## config.mk

```make
export PLATFORM = sky130hd
export DESIGN_NAME = tli_muldiv
export DESIGN_NICKNAME = d
export VERILOG_FILES = /design/src/hw/rtl/tli_pkg.sv /design/src/hw/rtl/tli_muldiv.sv
export SDC_FILE = /design/constraint.sdc
export NUM_CORES = 1
export LEC_CHECK = 0
export ABC_AREA = 1
export BUFFER_PORTS_ARGS = -buffer_cell sky130_fd_sc_hd__clkbuf_2
export CORE_ASPECT_RATIO = 0.6
export CORE_MARGIN = 2
export CORE_UTILIZATION = 45
export DETAILED_ROUTE_END_ITERATION = 12
export PLACE_DENSITY = 0.6
export SLEW_MARGIN = 0
export SYNTH_ARGS = -nofsm -noshare
export SYNTH_HDL_FRONTEND = slang
export SYNTH_SLANG_ARGS = --single-unit
```

## constraint.sdc

```tcl
create_clock -name clk -period 8.55 [get_ports clk]
set_input_delay 1.71 -clock clk [delete_from_list [all_inputs] [get_ports clk]]
set_output_delay 1.71 -clock clk [all_outputs]
set_load 0.02 [all_outputs]
```

## src/hw/rtl/tli_pkg.sv

```systemverilog
package tli_pkg;

  localparam int DATA_W     = 32;
  localparam int MAX_POINTS = 64;
  localparam int PTR_W      = $clog2(MAX_POINTS);
  localparam int CNT_W      = 7;
  localparam int PROD_W     = 2 * DATA_W;

  localparam logic FUNC_WRITE = 1'b0;
  localparam logic FUNC_QUERY = 1'b1;

  localparam logic [1:0] ST_OK   = 2'd0;
  localparam logic [1:0] ST_ZERO = 2'd1;
  localparam logic [1:0] ST_SAT  = 2'd2;

  typedef struct packed {
    logic [DATA_W-1:0] num_a;
    logic [DATA_W-1:0] num_b;
    logic [DATA_W-1:0] den;
  } md_req_t;

endpackage

```

## src/hw/rtl/tli_muldiv.sv

```systemverilog
module tli_muldiv import tli_pkg::*; (
  input  logic              clk,
  input  logic              rst_n,
  input  logic              start,
  input  md_req_t           req,
  output logic              done,
  output logic [PROD_W-1:0] quot
);

  typedef enum logic [1:0] {U_IDLE, U_MUL, U_ADD, U_DIV} ustate_t;

  ustate_t                  state_r;
  logic                     done_r;
  logic [$clog2(PROD_W)-1:0] cnt_r;
  logic [PROD_W-1:0]        acc_r;
  logic [PROD_W-1:0]        mcand_r;
  logic [DATA_W-1:0]        mplier_r;
  logic [DATA_W-1:0]        den_r;
  logic [DATA_W-1:0]        rem_r;
  logic [DATA_W:0]          trial;
  logic                     ge;
  logic [DATA_W:0]          diff;

  assign trial = {rem_r, acc_r[PROD_W-1]};
  assign ge    = trial >= {1'b0, den_r};
  assign diff  = trial - {1'b0, den_r};

  always_ff @(posedge clk) begin
    if (!rst_n) begin
      state_r <= U_IDLE;
      done_r  <= 1'b0;
      cnt_r   <= '0;
    end else begin
      done_r <= 1'b0;
      case (state_r)
        U_IDLE: begin
          if (start) begin
            mcand_r  <= {{(PROD_W-DATA_W){1'b0}}, req.num_a};
            mplier_r <= req.num_b;
            den_r    <= req.den;
            acc_r    <= '0;
            cnt_r    <= '0;
            state_r  <= U_MUL;
          end
        end
        U_MUL: begin
          if (mplier_r[0]) begin
            acc_r <= acc_r + mcand_r;
          end
          mcand_r  <= {mcand_r[PROD_W-2:0], 1'b0};
          mplier_r <= {1'b0, mplier_r[DATA_W-1:1]};
          cnt_r    <= cnt_r + 1'b1;
          if (cnt_r == $bits(cnt_r)'(DATA_W - 1)) begin
            state_r <= U_ADD;
          end
        end
        U_ADD: begin
          // bias by half the divisor for round to nearest
          acc_r   <= acc_r + {{(PROD_W-DATA_W+1){1'b0}}, den_r[DATA_W-1:1]};
          rem_r   <= '0;
          cnt_r   <= '0;
          state_r <= U_DIV;
        end
        U_DIV: begin
          rem_r <= ge ? diff[DATA_W-1:0] : trial[DATA_W-1:0];
          acc_r <= {acc_r[PROD_W-2:0], ge};
          cnt_r <= cnt_r + 1'b1;
          if (cnt_r == $bits(cnt_r)'(PROD_W - 1)) begin
            done_r  <= 1'b1;
            state_r <= U_IDLE;
          end
        end
        default: state_r <= U_IDLE;
      endcase
    end
  end

  assign done = done_r;
  assign quot = acc_r;

endmodule
```

# --- Word-level counts from Yosys, hierarchy flattened ---
# Cells that the tools add are included.
# Widths: inputs -> output; s select.
classes:
  add_sub_neg: 4
  order_cmp: 1
  eq_ne: 9
  n_mux: 16
  n_reduce_logical: 10
ops:
  columns: ["operator", "count"]
  rows:
  - ["$pmux 64 s4", 1]
  - ["$mux 64", 3]
  - ["$pmux 32 s2", 2]
  - ["$pmux 64 s2", 1]
  - ["$add 64x31->64", 1]
  - ["$add 64x64->64", 1]
  - ["$mux 32", 2]
  - ["$ge 33x32->1", 1]
  - ["$sub 32x32->32", 1]
  - ["$pmux 6 s3", 1]
  - ["$reduce_and 3->1", 4]
  - ["$ne 2x2->1 const B", 4]
  - ["$pmux 2 s4", 1]
  - ["$add 6x1->6 const B", 1]
  - ["$eq 6x5->1 const B", 1]
  - ["$eq 6x6->1 const B", 1]
  - ["$mux 2", 3]
  - ["$mux 6", 1]
  - ["$eq 2x2->1 const B", 2]
  - ["$reduce_and 2->1", 2]
  - ["$reduce_bool 2->1", 2]
  - ["$eq 2x1->1 const B", 1]
  - ["$logic_not 2->1", 1]
  - ["$reduce_or 2->1", 1]
  - ["$mux 1", 1]
totals:
  regBits: 233
  out_inout_bits: 65
  wordCells: 48

# --- Depth between registers and ports, before layout ---
# Gate-level depths: netlist (run 1).
depth:
  word_depth: 3
  mapped_depth: 23
  depth_no_buf: 21

# --- Worst setup path before layout (run 1) ---
# OpenSTA, ideal clock, no wires.
synth_path:
  path_kind: "input-to-reg"
  startpoint: "input start"
  endpoint: "register mcand_r[0], enable pin"
  arrival_time_ns: 6.653
  required_time_ns: 7.967
  slack_ns: 1.314
  stages: 4
  n_path_buf: 0
  path_cell_list: "nor2_1 > inv_1 > nand2_1 > a21oi_1"
synth_via:
  elab_chain_cells: 2
synth_lines:
  columns: ["item", "line", "source"]
  rows:
  - ["start: declaration", "tli_muldiv.sv:4", "input logic start,"]
  - ["$ne 2x2->1 (no source line)", null, null]
  - ["$reduce_and 3->1 (no source line)", null, null]
  - ["end signal: assignment", "tli_muldiv.sv:38", "mcand_r <= {{(PROD_W-DATA_W){1'b0}}, req.num_a};"]
  - ["end signal: assignment", "tli_muldiv.sv:50", "mcand_r <= {mcand_r[PROD_W-2:0], 1'b0};"]
  - ["end: declaration", "tli_muldiv.sv:16", "logic [PROD_W-1:0] mcand_r;"]
# Every way passes these cells.
# A chain may end at the register's enable or synchronous reset.

# --- Final worst setup path (run 1) ---
layout_path:
  startpoint: "register state_r[0]"
  endpoint: "register acc_r[36], in the netlist quot[36] (data pin)"
layout_via:
  elab_chain_cells: 2
  elab_cells_between_ends: 5
  classes_between: "eq/ne: 3; mux: 1; reduce/logical: 1"
layout_lines:
  columns: ["item", "line", "source"]
  rows:
  - ["start: declaration", "tli_muldiv.sv:12", "ustate_t state_r;"]
  - ["start signal: assignment", "tli_muldiv.sv:30", "state_r <= U_IDLE;"]
  - ["start signal: assignment", "tli_muldiv.sv:43", "state_r <= U_MUL;"]
  - ["start signal: assignment", "tli_muldiv.sv:54", "state_r <= U_ADD;"]
  - ["$eq 2x2->1, or another cell as far along", "tli_muldiv.sv:35", "case (state_r)"]
  - ["$pmux 64 s4 *", "tli_muldiv.sv:35", null]
  - ["end signal: assignment", "tli_muldiv.sv:48", "acc_r <= acc_r + mcand_r;"]
  - ["end signal: assignment", "tli_muldiv.sv:59", "acc_r <= acc_r + {{(PROD_W-DATA_W+1){1'b0}}, den_r[DATA_W-1:1]};"]
  - ["end signal: assignment", "tli_muldiv.sv:66", "acc_r <= {acc_r[PROD_W-2:0], ge};"]
  - ["end: declaration", "tli_muldiv.sv:15", "logic [PROD_W-1:0] acc_r;"]
# Mark *: on every way between the ends. The rest lies on a longest branch, timed or not.

==> flow_summary.yaml, run 1 <==
status:
  outcome: "complete, no violations"
worst_setup_path:
  worstSetupStartpointType: "flip-flop"
  cp_max_fo: 31
  cp.required_ns: 8.82
  critical_path_class: "reg2reg"
  crit_start: "state_r[0]$_SDFFE_PN0P_"
  rr_startpoint: "state_r[0]$_SDFFE_PN0P_"
  worstPathArrival_ns: 4.72
  end_kind: "flip-flop"
worst_hold_path:
  hold_class: "reg2reg"
  min_from: "cnt_r[5]$_SDFFE_PN0N_"
logic_synthesis:
  netlist_instances: 2679
  ys_warn_count: 0
  synth-xor-area-share: 0.009652
  ys_types: 41
  synth_area_per_cell_um2: 6.774
  synth_top_cell_area_share: 0.3706
  yosysSeqAreaShare: 0.3806
  yosys-top-cells-area: "edfxtp_1 (37%), nand2_1 (21%), inv_1 (9.9%), ha_1 (7.9%), nor2_1 (5.0%)"
  yosysTopAreaCell: "edfxtp_1"
  ys_ff_latch: 233
  synth-simple-area-share: 0.3185
  synth_compound_area_frac: 0.09514
  synth_adder_area_share: 0.08149
  synth_top_family_by_area: "simple AND/OR/NAND/NOR gates"
  synthMuxAreaShare: 0
  synth_area_um2: 18150
  synth_nets: 2895
final_layout:
  layout.nets: 3037
  final_cell_mix: "nand2_1 (1007), inv_1 (481), nor2_1 (241)"
  num-fill-cells: 4044
  final_common_cell: "nand2_1"
  instances_no_fill: 3362
  drive_above_1_share: 0.08944
  antenna_cells: 0
  syn_to_final_growth_pct: 12.19
timing:
  rsz0062_at_grt: "false"
  period_share: 0.5207
  clock_skew_ns: 0.02755
  max_clock_freq_mhz: 224.6
  setup_tns_ns: 0
  relSlewSlack: 0.2436
  holdWs_ns: 0.5055
  drv_slew: 0
  tightest_slew_ns: 1.135
  setup_viol: 0
  min_period_ns: 4.452
  hold_viol_final: 0
clock_tree:
  post_cts_resized: 0
  cts_setup_buffers: 0
  clockBufferDepth: 3
  cts.clk_slew.worst_paths_ns: 0.06
  cts_made_buffers: 25
  cts_num_sinks: 233
  ctsRootBufferMaster: "clkbuf_16"
  cts_max_level: 1
  cts_tree: "built"
  hold_buffers: 0
  clkLatencyLatePin_ns: 0.58
floorplan:
  start_util: 0.4609
  die_height_um: 159.6
  die_w_um: 263.3
  die_area_um2: 42000
  rows: 56
  coreArea_um2: 39380
  io-pin-count: 164
placement:
  gp_congestion: 1.020
  detailed_place_hpwl_um: 54500
  dp_cells: 3316
  portBuffers: 163
global_route:
  grt_pass1_vias: 15649
  track_usage: 0.3220
  antenna_found_initial: 0
  grt_max_degree: 85
  grt_overflow: 0
  grt_pass1_wl_um: 101200
route:
  vias_per_cell: 5.316
  drc: 0
  ant_nets: 0
  first_pass_iters: 5
  routedWlPerCell_um: 20.56
  drtIter0Drc: 2353
  routed_wl_um: 69130
  num_vias: 17873
power:
  p_leak_nw: 10.61
  power.total_w: 0.008299
  powerDensity_nw_per_um2: 407.6
  peakVddDrop_mv: 0.3802
run:
  drv_cap: 0
path summary, 6_finish.rpt:
check,to,depth (start not counted),slack (ns)
max,quot[36]$_DFFE_PP_,16,4.10
min reg2reg,cnt_r[5]$_SDFFE_PN0N_,2,0.51
max reg2reg,quot[36]$_DFFE_PP_,16,4.10
min,cnt_r[5]$_SDFFE_PN0N_,2,0.51
state kept, by name, indices dropped and copies added, names as in the netlist:
signal	flops
mplier_r	32
cnt_r	6
state_r	2
den_r	32
done	1
quot	64
rem_r	32
mcand_r	64
cell type report:
type,count,area (um^2),share of cell area
inverter,483,1815,0.08917
sequential,233,6907,0.3392
clock buffer,29,670.6,0.03294
clock inverter,17,207.7,0.01020
tap,522,653.1,0.03208
timing repair buffer,173,890.9,0.04375
multi-input combinational,1905,9216,0.4527
critical path, cell delays in order (launching register included):
cell     delay [ns]
dfxtp_1        0.48
inv_1          0.17
ha_2           0.22
inv_1          0.75
o21ai_0        0.34
ha_1           0.38
nand2_1        0.10
nor2_1         0.23
nand2_1        0.11
inv_1          0.14
nand4_1        0.19
nand3_1        0.37
nand3_1        0.32
nand2_1        0.13
nand2_1        0.06
nand3_1        0.07
a21oi_1        0.09
metal layers:
| metal | GRT usage | vias up | routed length [um] | part of all wire |
|---|---|---|---|---|
| met4 | 0.03455 | 0 | 751 | 0.011 |
| met5 | 0 | - | 0 | 0 |
| met3 | 0.1083 | 50 | 9836 | 0.14 |
| li1 | - | 8702 | - | - |
| met1 | 0.5475 | 8146 | 35330 | 0.51 |
| met2 | 0.3793 | 975 | 23220 | 0.34 |
report_power, final:
group | leakage (nW) | internal [W] | total, W | switching (W)
Combinational | 7.98 | 0.00139 | 0.00514 | 0.00375
Clock | 0.418 | 0.000687 | 0.00121 | 0.000520
Sequential | 2.21 | 0.00174 | 0.00195 | 0.000217
Total | 10.6 | 0.00381 | 0.00830 | 0.00449
cells by family (layout without fill, tap and decap cells):
kind of cell | after synthesis | count (layout)
DFF | 233 | 233
AOI/OAI and AO/OA | 321 | 321
xor gates and xnor gates | 20 | 20
adders and majority gates | 117 | 117
buffers and inverters | 541 | 702
and+or+nand+nor | 1447 | 1447
synthesized netlist by cell type:
library cell and instances:
fa_1 2, nor2_2 3, buf_1 3, nor4_1 6, o21bai_1 5, xor2_1 16
buf_6 6, a21oi_1 155, o21ai_1 15, nor3_1 16, nand2_1 1007, inv_4 1
a21o_1 6, nand3_1 120, nand2_2 7, or2_2 12, nand2_4 1, and3_1 3
a21oi_2 1, a211oi_1 3, buf_2 2, nand3b_1 12, edfxtp_1 224, dfxtp_1 9
nor2_1 243, inv_1 481, o211ai_1 1, clkbuf_1 47, o21a_1 4, o31ai_1 3
and3b_1 1, nand4_1 13, clkinv_1 1, a21boi_0 21, ha_1 115, o21ai_0 105
and2_1 2, o21ai_2 1, xnor2_1 4, o211a_2 1, nand3_2 1
stage by stage:
step / util / setup WS, ns / instance area, um^2
after detailed placement: 0.4948 / 4.315 / 19480
after global routing: 0.5171 / 3.921 / 20360
after global placement: 0.4948 / 4.335 / 19480
after floorplan: - / 1.314 / 18150
after CTS: 0.5171 / 4.275 / 20360
final: 0.5171 / 4.098 / 20360
No activity file was read; power rests on OpenSTA's default activity.
==> run 2, diff against run 1 <==
- clock period: 8.55 -> 4.6 ns (I/O delays scaled with it)
==> run 2 against run 1 <==
  * Combinational power grew 85%
  * Core utilization rose by 0.21 points
  * Maximum frequency increased by 5.6%
  * Non-clock buffer count grew 4
  * Largest cell class unchanged
  * Count of clock-buffer cells in the layout grew 5
  * Critical path type unchanged
  * Final area up 0.41%
==> flow_summary.yaml, run 2 (synthesized netlist as in run 1, its figures left out) <==
clock_tree:
  cts_made_buffers: 27
  ctsRootBufferMaster: "clkbuf_16"
  cts_tree: "built"
  hold_buffers: 0
  clockBufferDepth: 3
  clkLatencyLatePin_ns: 0.58
  cts.clk_slew.worst_paths_ns: 0.06
  cts_setup_buffers: 0
  cts_max_level: 1
  post_cts_resized: 0
  cts_num_sinks: 233
route:
  routedWlPerCell_um: 20.30
  num_vias: 17945
  vias_per_cell: 5.323
  drc: 0
  first_pass_iters: 6
  ant_nets: 0
  routed_wl_um: 68440
  drtIter0Drc: 2328
final_layout:
  postLayoutCoreUtil: 0.5192
  final_cell_mix: "nand2_1 (1007), inv_1 (481), nor2_1 (241)"
  final_common_cell: "nand2_1"
  syn_to_final_growth_pct: 12.65
  drive_above_1_share: 0.08989
  layout.nets: 3043
  instances_no_fill: 3371
placement:
  place_ws_ns: 0.6357
  detailed_place_hpwl_um: 53720
  gp_congestion: 1.048
  dp_cells: 3320
  portBuffers: 163
global_route:
  grt_pass1_wl_um: 100500
  antenna_found_initial: 1
  grt_max_degree: 84
  grt_pass1_vias: 15668
  track_usage: 0.3192
  grt_overflow: 0
timing:
  relSlewSlack: 0.2856
  setup_viol: 0
  max_clock_freq_mhz: 237.1
  drv_slew: 0
  hold_viol_final: 0
  period_share: 0.9168
  min_period_ns: 4.217
  tightest_slew_ns: 1.072
  rsz0062_at_grt: "false"
  clock_skew_ns: 0.01310
  setup_tns_ns: 0
  setup_ws_ns: 0.3828
worst_setup_path:
  crit_chain: "inv_1 > ha_2 > inv_1 > buf_12 > o21ai_0 > ha_1 > nand2_1 > nor2_1 > nand2_1 > nor2_1 > nand2_1 > nand3_1 > nand3_1 > nand2_1 > nand2_1 > nand3_1 > a21oi_1"
  critical_path_class: "reg2reg"
  crit_top_cell: "nand2_1"
  slowest_stage: "dfxtp_1"
  cp.required_ns: 4.88
  cp_max_fo: 31
  max_stage_delay_ns: 0.47
  crit_start: "state_r[0]$_SDFFE_PN0P_"
  worstPathArrival_ns: 4.50
  end_kind: "flip-flop"
  rr_startpoint: "state_r[0]$_SDFFE_PN0P_"
  worstSetupStartpointType: "flip-flop"
power:
  peakVddDrop_mv: 0.5525
  p_leak_nw: 10.66
  powerDensity_nw_per_um2: 751.8
worst_hold_path:
  hold_class: "reg2reg"
  min_from: "cnt_r[5]$_SDFFE_PN0N_"
floorplan:
  rows: 56
  die_area_um2: 42000
  coreArea_um2: 39380
  io-pin-count: 164
  die_height_um: 159.6
  die_w_um: 263.3
  start_util: 0.4609
run:
  drv_cap: 0
status:
  outcome: "complete, no violations"
[run 2: cell types whose count changed in the layout (fill, tap and decap cells not counted), sizes merged]
cell / change
clkbuf: +5
buf: +4
diode: +1
clkinv: +5
bufinv: -2
clkinvlp: -4
[run 2: metal layers]
metal  wire [um]  global-route usage
met1       34570              0.5346
met2       23140              0.3724
met3        9839              0.1195
met4         891             0.04312
met5           0                   0
[run 2: worst paths after layout]
path	end	slack (ns)	cells after the start
setup / recovery	quot[39]$_DFFE_PP_	0.38	17
hold / removal	cnt_r[5]$_SDFFE_PN0N_	0.52	2
setup reg to reg	quot[39]$_DFFE_PP_	0.38	17
hold reg to reg	cnt_r[5]$_SDFFE_PN0N_	0.52	2
[run 2: layout make-up]
type,instances,area [um^2]
flip-flops and latches,233,6907
clock buffers,34,721.9
well taps,522,653.1
inverters,483,1815
fillers,4056,18930
clock inverters,16,147.6
repair buffers,177,970.9
diodes,1,2.502
multi-input cells,1905,9226
[run 2: through the flow]
step / instance area, um^2 / hold WS (ns) / power, W
floorplan: 18150 / 0.4670 / 0.009594
global placement: 19570 / 0.4981 / 0.01279
detailed placement: 19570 / 0.5041 / 0.01284
CTS: 20440 / 0.5012 / 0.01507
global route: 20440 / 0.5110 / 0.01644
finish: 20440 / 0.5154 / 0.01537
[run 2: where the power goes]
group / total [W] / switching, W / leakage [nW] / internal [W]
Combinational: 0.00951 / 0.00686 / 8.02 / 0.00265
Clock: 0.00219 / 0.000965 / 0.427 / 0.00123
Sequential: 0.00367 / 0.000441 / 2.21 / 0.00323
[run 2: critical path, delay by kind of cell (launching register included)]
kind,cells,cell delay (ns)
adder cells (fa/ha/maj),2,0.68
flip-flops,1,0.47
AND/OR/NAND/NOR,10,2.04
buffers and inverters,3,0.47
AO/OA/AOI/OAI,2,0.25
==> run 3, diff against run 2 <==
- CORE_UTILIZATION: 45 -> 55
- PLACE_DENSITY: 0.6 -> 0.72
==> run 3 against run 2 <==
  * Via count up 1.2%
  * Worst setup slack gained 0.13 ns
  * Global-route usage rose by 5.1 points
  * Worst hold slack gained 0.0043 ns
  * Largest cell class unchanged
  * Highest routed layer is now met5
==> flow_summary.yaml, run 3 (synthesized netlist as in run 1, its figures left out) <==
status:
  outcome: "complete, no violations"
placement:
  detailed_place_hpwl_um: 50490
  gp_congestion: 1.091
  dpl-instance-area_um2: 19400
  dp_cells: 3221
  portBuffers: 163
worst_setup_path:
  crit_chain: "inv_1 > ha_2 > inv_1 > buf_4 > nand2_1 > o21ai_0 > ha_1 > nand2_1 > nor2_1 > nand2_1 > nor2_1 > nand2_1 > nand3_1 > nand3_1 > nand2_1 > nand2_1 > nand3_1 > a21oi_1"
  max_stage_delay_ns: 0.48
  worstSetupStartpointType: "flip-flop"
  rr_startpoint: "state_r[0]$_SDFFE_PN0P_"
  cp_top_family: "simple AND/OR/NAND/NOR gates"
  cp.required_ns: 4.85
  crit_path_end: "quot[37]$_DFFE_PP_"
  crit_cells: 18
  r2r-end: "quot[37]$_DFFE_PP_"
  reg2reg_depth: 18
  crit_top_cell: "nand2_1"
  end_kind: "flip-flop"
  r2r_slack_ns: 0.51
  crit_start: "state_r[0]$_SDFFE_PN0P_"
  critical_path_class: "reg2reg"
  slowest_stage: "dfxtp_1"
  cp_max_fo: 21
  cp_num_buf_inv: 3
  worstPathArrival_ns: 4.34
global_route:
  grt_max_degree: 84
  antenna_found_initial: 0
  grt_pass1_wl_um: 95180
  grt_overflow: 0
  track_usage: 0.3701
  grt_pass1_vias: 15629
floorplan:
  die_w_um: 238.5
  rows: 51
  die_area_um2: 34510
  coreArea_um2: 32480
  io-pin-count: 164
  die_height_um: 144.7
  start_util: 0.5588
power:
  netSwitchingPower_w: 0.008075
  p_seq_frac: 0.241
  powerDensity_nw_per_um2: 745.9
  p_leak_nw: 10.63
  peakVddDrop_mv: 0.7680
  p_int_w: 0.007020
  share_comb_of_total_power: 0.620
  power.clock.fraction: 0.139
  sw_frac_of_total: 0.5349
timing:
  clock_skew_ns: 0.02132
  drv_slew: 0
  setup_tns_ns: 0
  min_period_ns: 4.088
  max_clock_freq_mhz: 244.6
  setup_viol: 0
  period_share: 0.8887
  hold_viol_final: 0
  relSlewSlack: 0.3314
  rsz0062_at_grt: "false"
  tightest_slew_ns: 1.003
final_layout:
  instances_no_fill: 3267
  layout.nets: 3040
  final_common_cell: "nand2_1"
  drive_above_1_share: 0.08864
  final_cell_mix: "nand2_1 (1007), inv_1 (481), nor2_1 (241)"
  antenna_cells: 0
  stdcell_area_um2: 20240
  num-fill-cells: 3075
  syn_to_final_growth_pct: 11.51
clock_tree:
  cts_tree: "built"
  cts_num_sinks: 233
  cts_max_level: 1
  hold_buffers: 0
  cts_made_buffers: 25
  clkLatencyLatePin_ns: 0.56
  cts.clk_slew.worst_paths_ns: 0.06
  ctsRootBufferMaster: "clkbuf_16"
  clockBufferDepth: 3
  post_cts_resized: 0
  cts_setup_buffers: 0
worst_hold_path:
  hold_class: "reg2reg"
route:
  ant_nets: 0
  drc: 0
  vias_per_cell: 5.557
  first_pass_iters: 6
  num_vias: 18156
  drtIter0Drc: 2288
  routedWlPerCell_um: 19.81
  routed_wl_um: 64700
run:
  drv_cap: 0
run 3: cell count changes in the layout (fill, tap and decap cells not counted), sizes merged:
cell | before | now
clkbuf | 197 | 198
diode | 1 | 0
buf | 14 | 13
clkinvlp | 1 | 0
clkinv | 11 | 8
bufinv | 2 | 1
run 3: how the worst min path moves through the flow:
stage / start / end / slack, ns / cells after the start
after floorplan: cnt_r[0]$_SDFFE_PN0N_ / cnt_r[0]$_SDFFE_PN0N_ / 0.47 / 1
after global placement: cnt_r[5]$_SDFFE_PN0N_ / cnt_r[5]$_SDFFE_PN0N_ / 0.50 / 2
after CTS: req[31] / den_r[31]$_DFFE_PP_ / 0.52 / 1
after global routing: mplier_r[26]$_DFFE_PP_ / mplier_r[25]$_DFFE_PP_ / 0.54 / 2
after detailed placement: mplier_r[26]$_DFFE_PP_ / mplier_r[25]$_DFFE_PP_ / 0.50 / 2
final: mplier_r[26]$_DFFE_PP_ / mplier_r[25]$_DFFE_PP_ / 0.52 / 2
run 3: cell type report:
type	count	area (um^2)	area share
inverters	483	1815	0.08971
clock inverters	11	87.58	0.004328
repair buffers	176	925.9	0.04575
clock buffers	35	745.7	0.03685
well taps	424	530.5	0.02621
multi-input cells	1905	9226	0.4559
flip-flops and latches	233	6907	0.3413
run 3: metrics by stage:
| stage | util | setup slack [ns] | power (W) | hold slack (ns) |
|---|---|---|---|---|
| 3_3_place_gp | 0.5974 | 0.8333 | 0.01243 | 0.4961 |
| 2_1_floorplan | - | 0.2115 | 0.009594 | 0.4670 |
| 3_5_place_dp | 0.5974 | 0.7289 | 0.01257 | 0.5009 |
| 5_1_grt | 0.6231 | 0.3232 | 0.01605 | 0.5375 |
| 6_report | 0.6231 | 0.5118 | 0.01510 | 0.5197 |
| 4_1_cts | 0.6231 | 0.7104 | 0.01470 | 0.5230 |
run 3: power groups by stage:
stage	Sequential, W	Clock [W]	Combinational [W]
2_1_floorplan	0.00378	0	0.00582
3_3_place_gp	0.00365	0	0.00878
3_5_place_dp	0.00366	0	0.00891
4_1_cts	0.00363	0.00211	0.00897
5_1_grt	0.00369	0.00217	0.0102
6_report	0.00364	0.00209	0.00936
run 3: per-layer routing:
layer | part of all wire | track usage
met1 | 0.48 | 0.6032
met2 | 0.34 | 0.4392
met3 | 0.16 | 0.1464
met4 | 0.016 | 0.05855
met5 | 0.0010 | 0.01443
run 3: worst reg2reg max path, stage by stage, from the launching register on:
cell and delay (ns):
dfxtp_1 0.48, inv_1 0.20, ha_2 0.24, inv_1 0.29, buf_4 0.31, nand2_1 0.07, o21ai_0 0.09, ha_1 0.24
nand2_1 0.13, nor2_1 0.27, nand2_1 0.21, nor2_1 0.14, nand2_1 0.11, nand3_1 0.33, nand3_1 0.33, nand2_1 0.15
nand2_1 0.06, nand3_1 0.06, a21oi_1 0.08
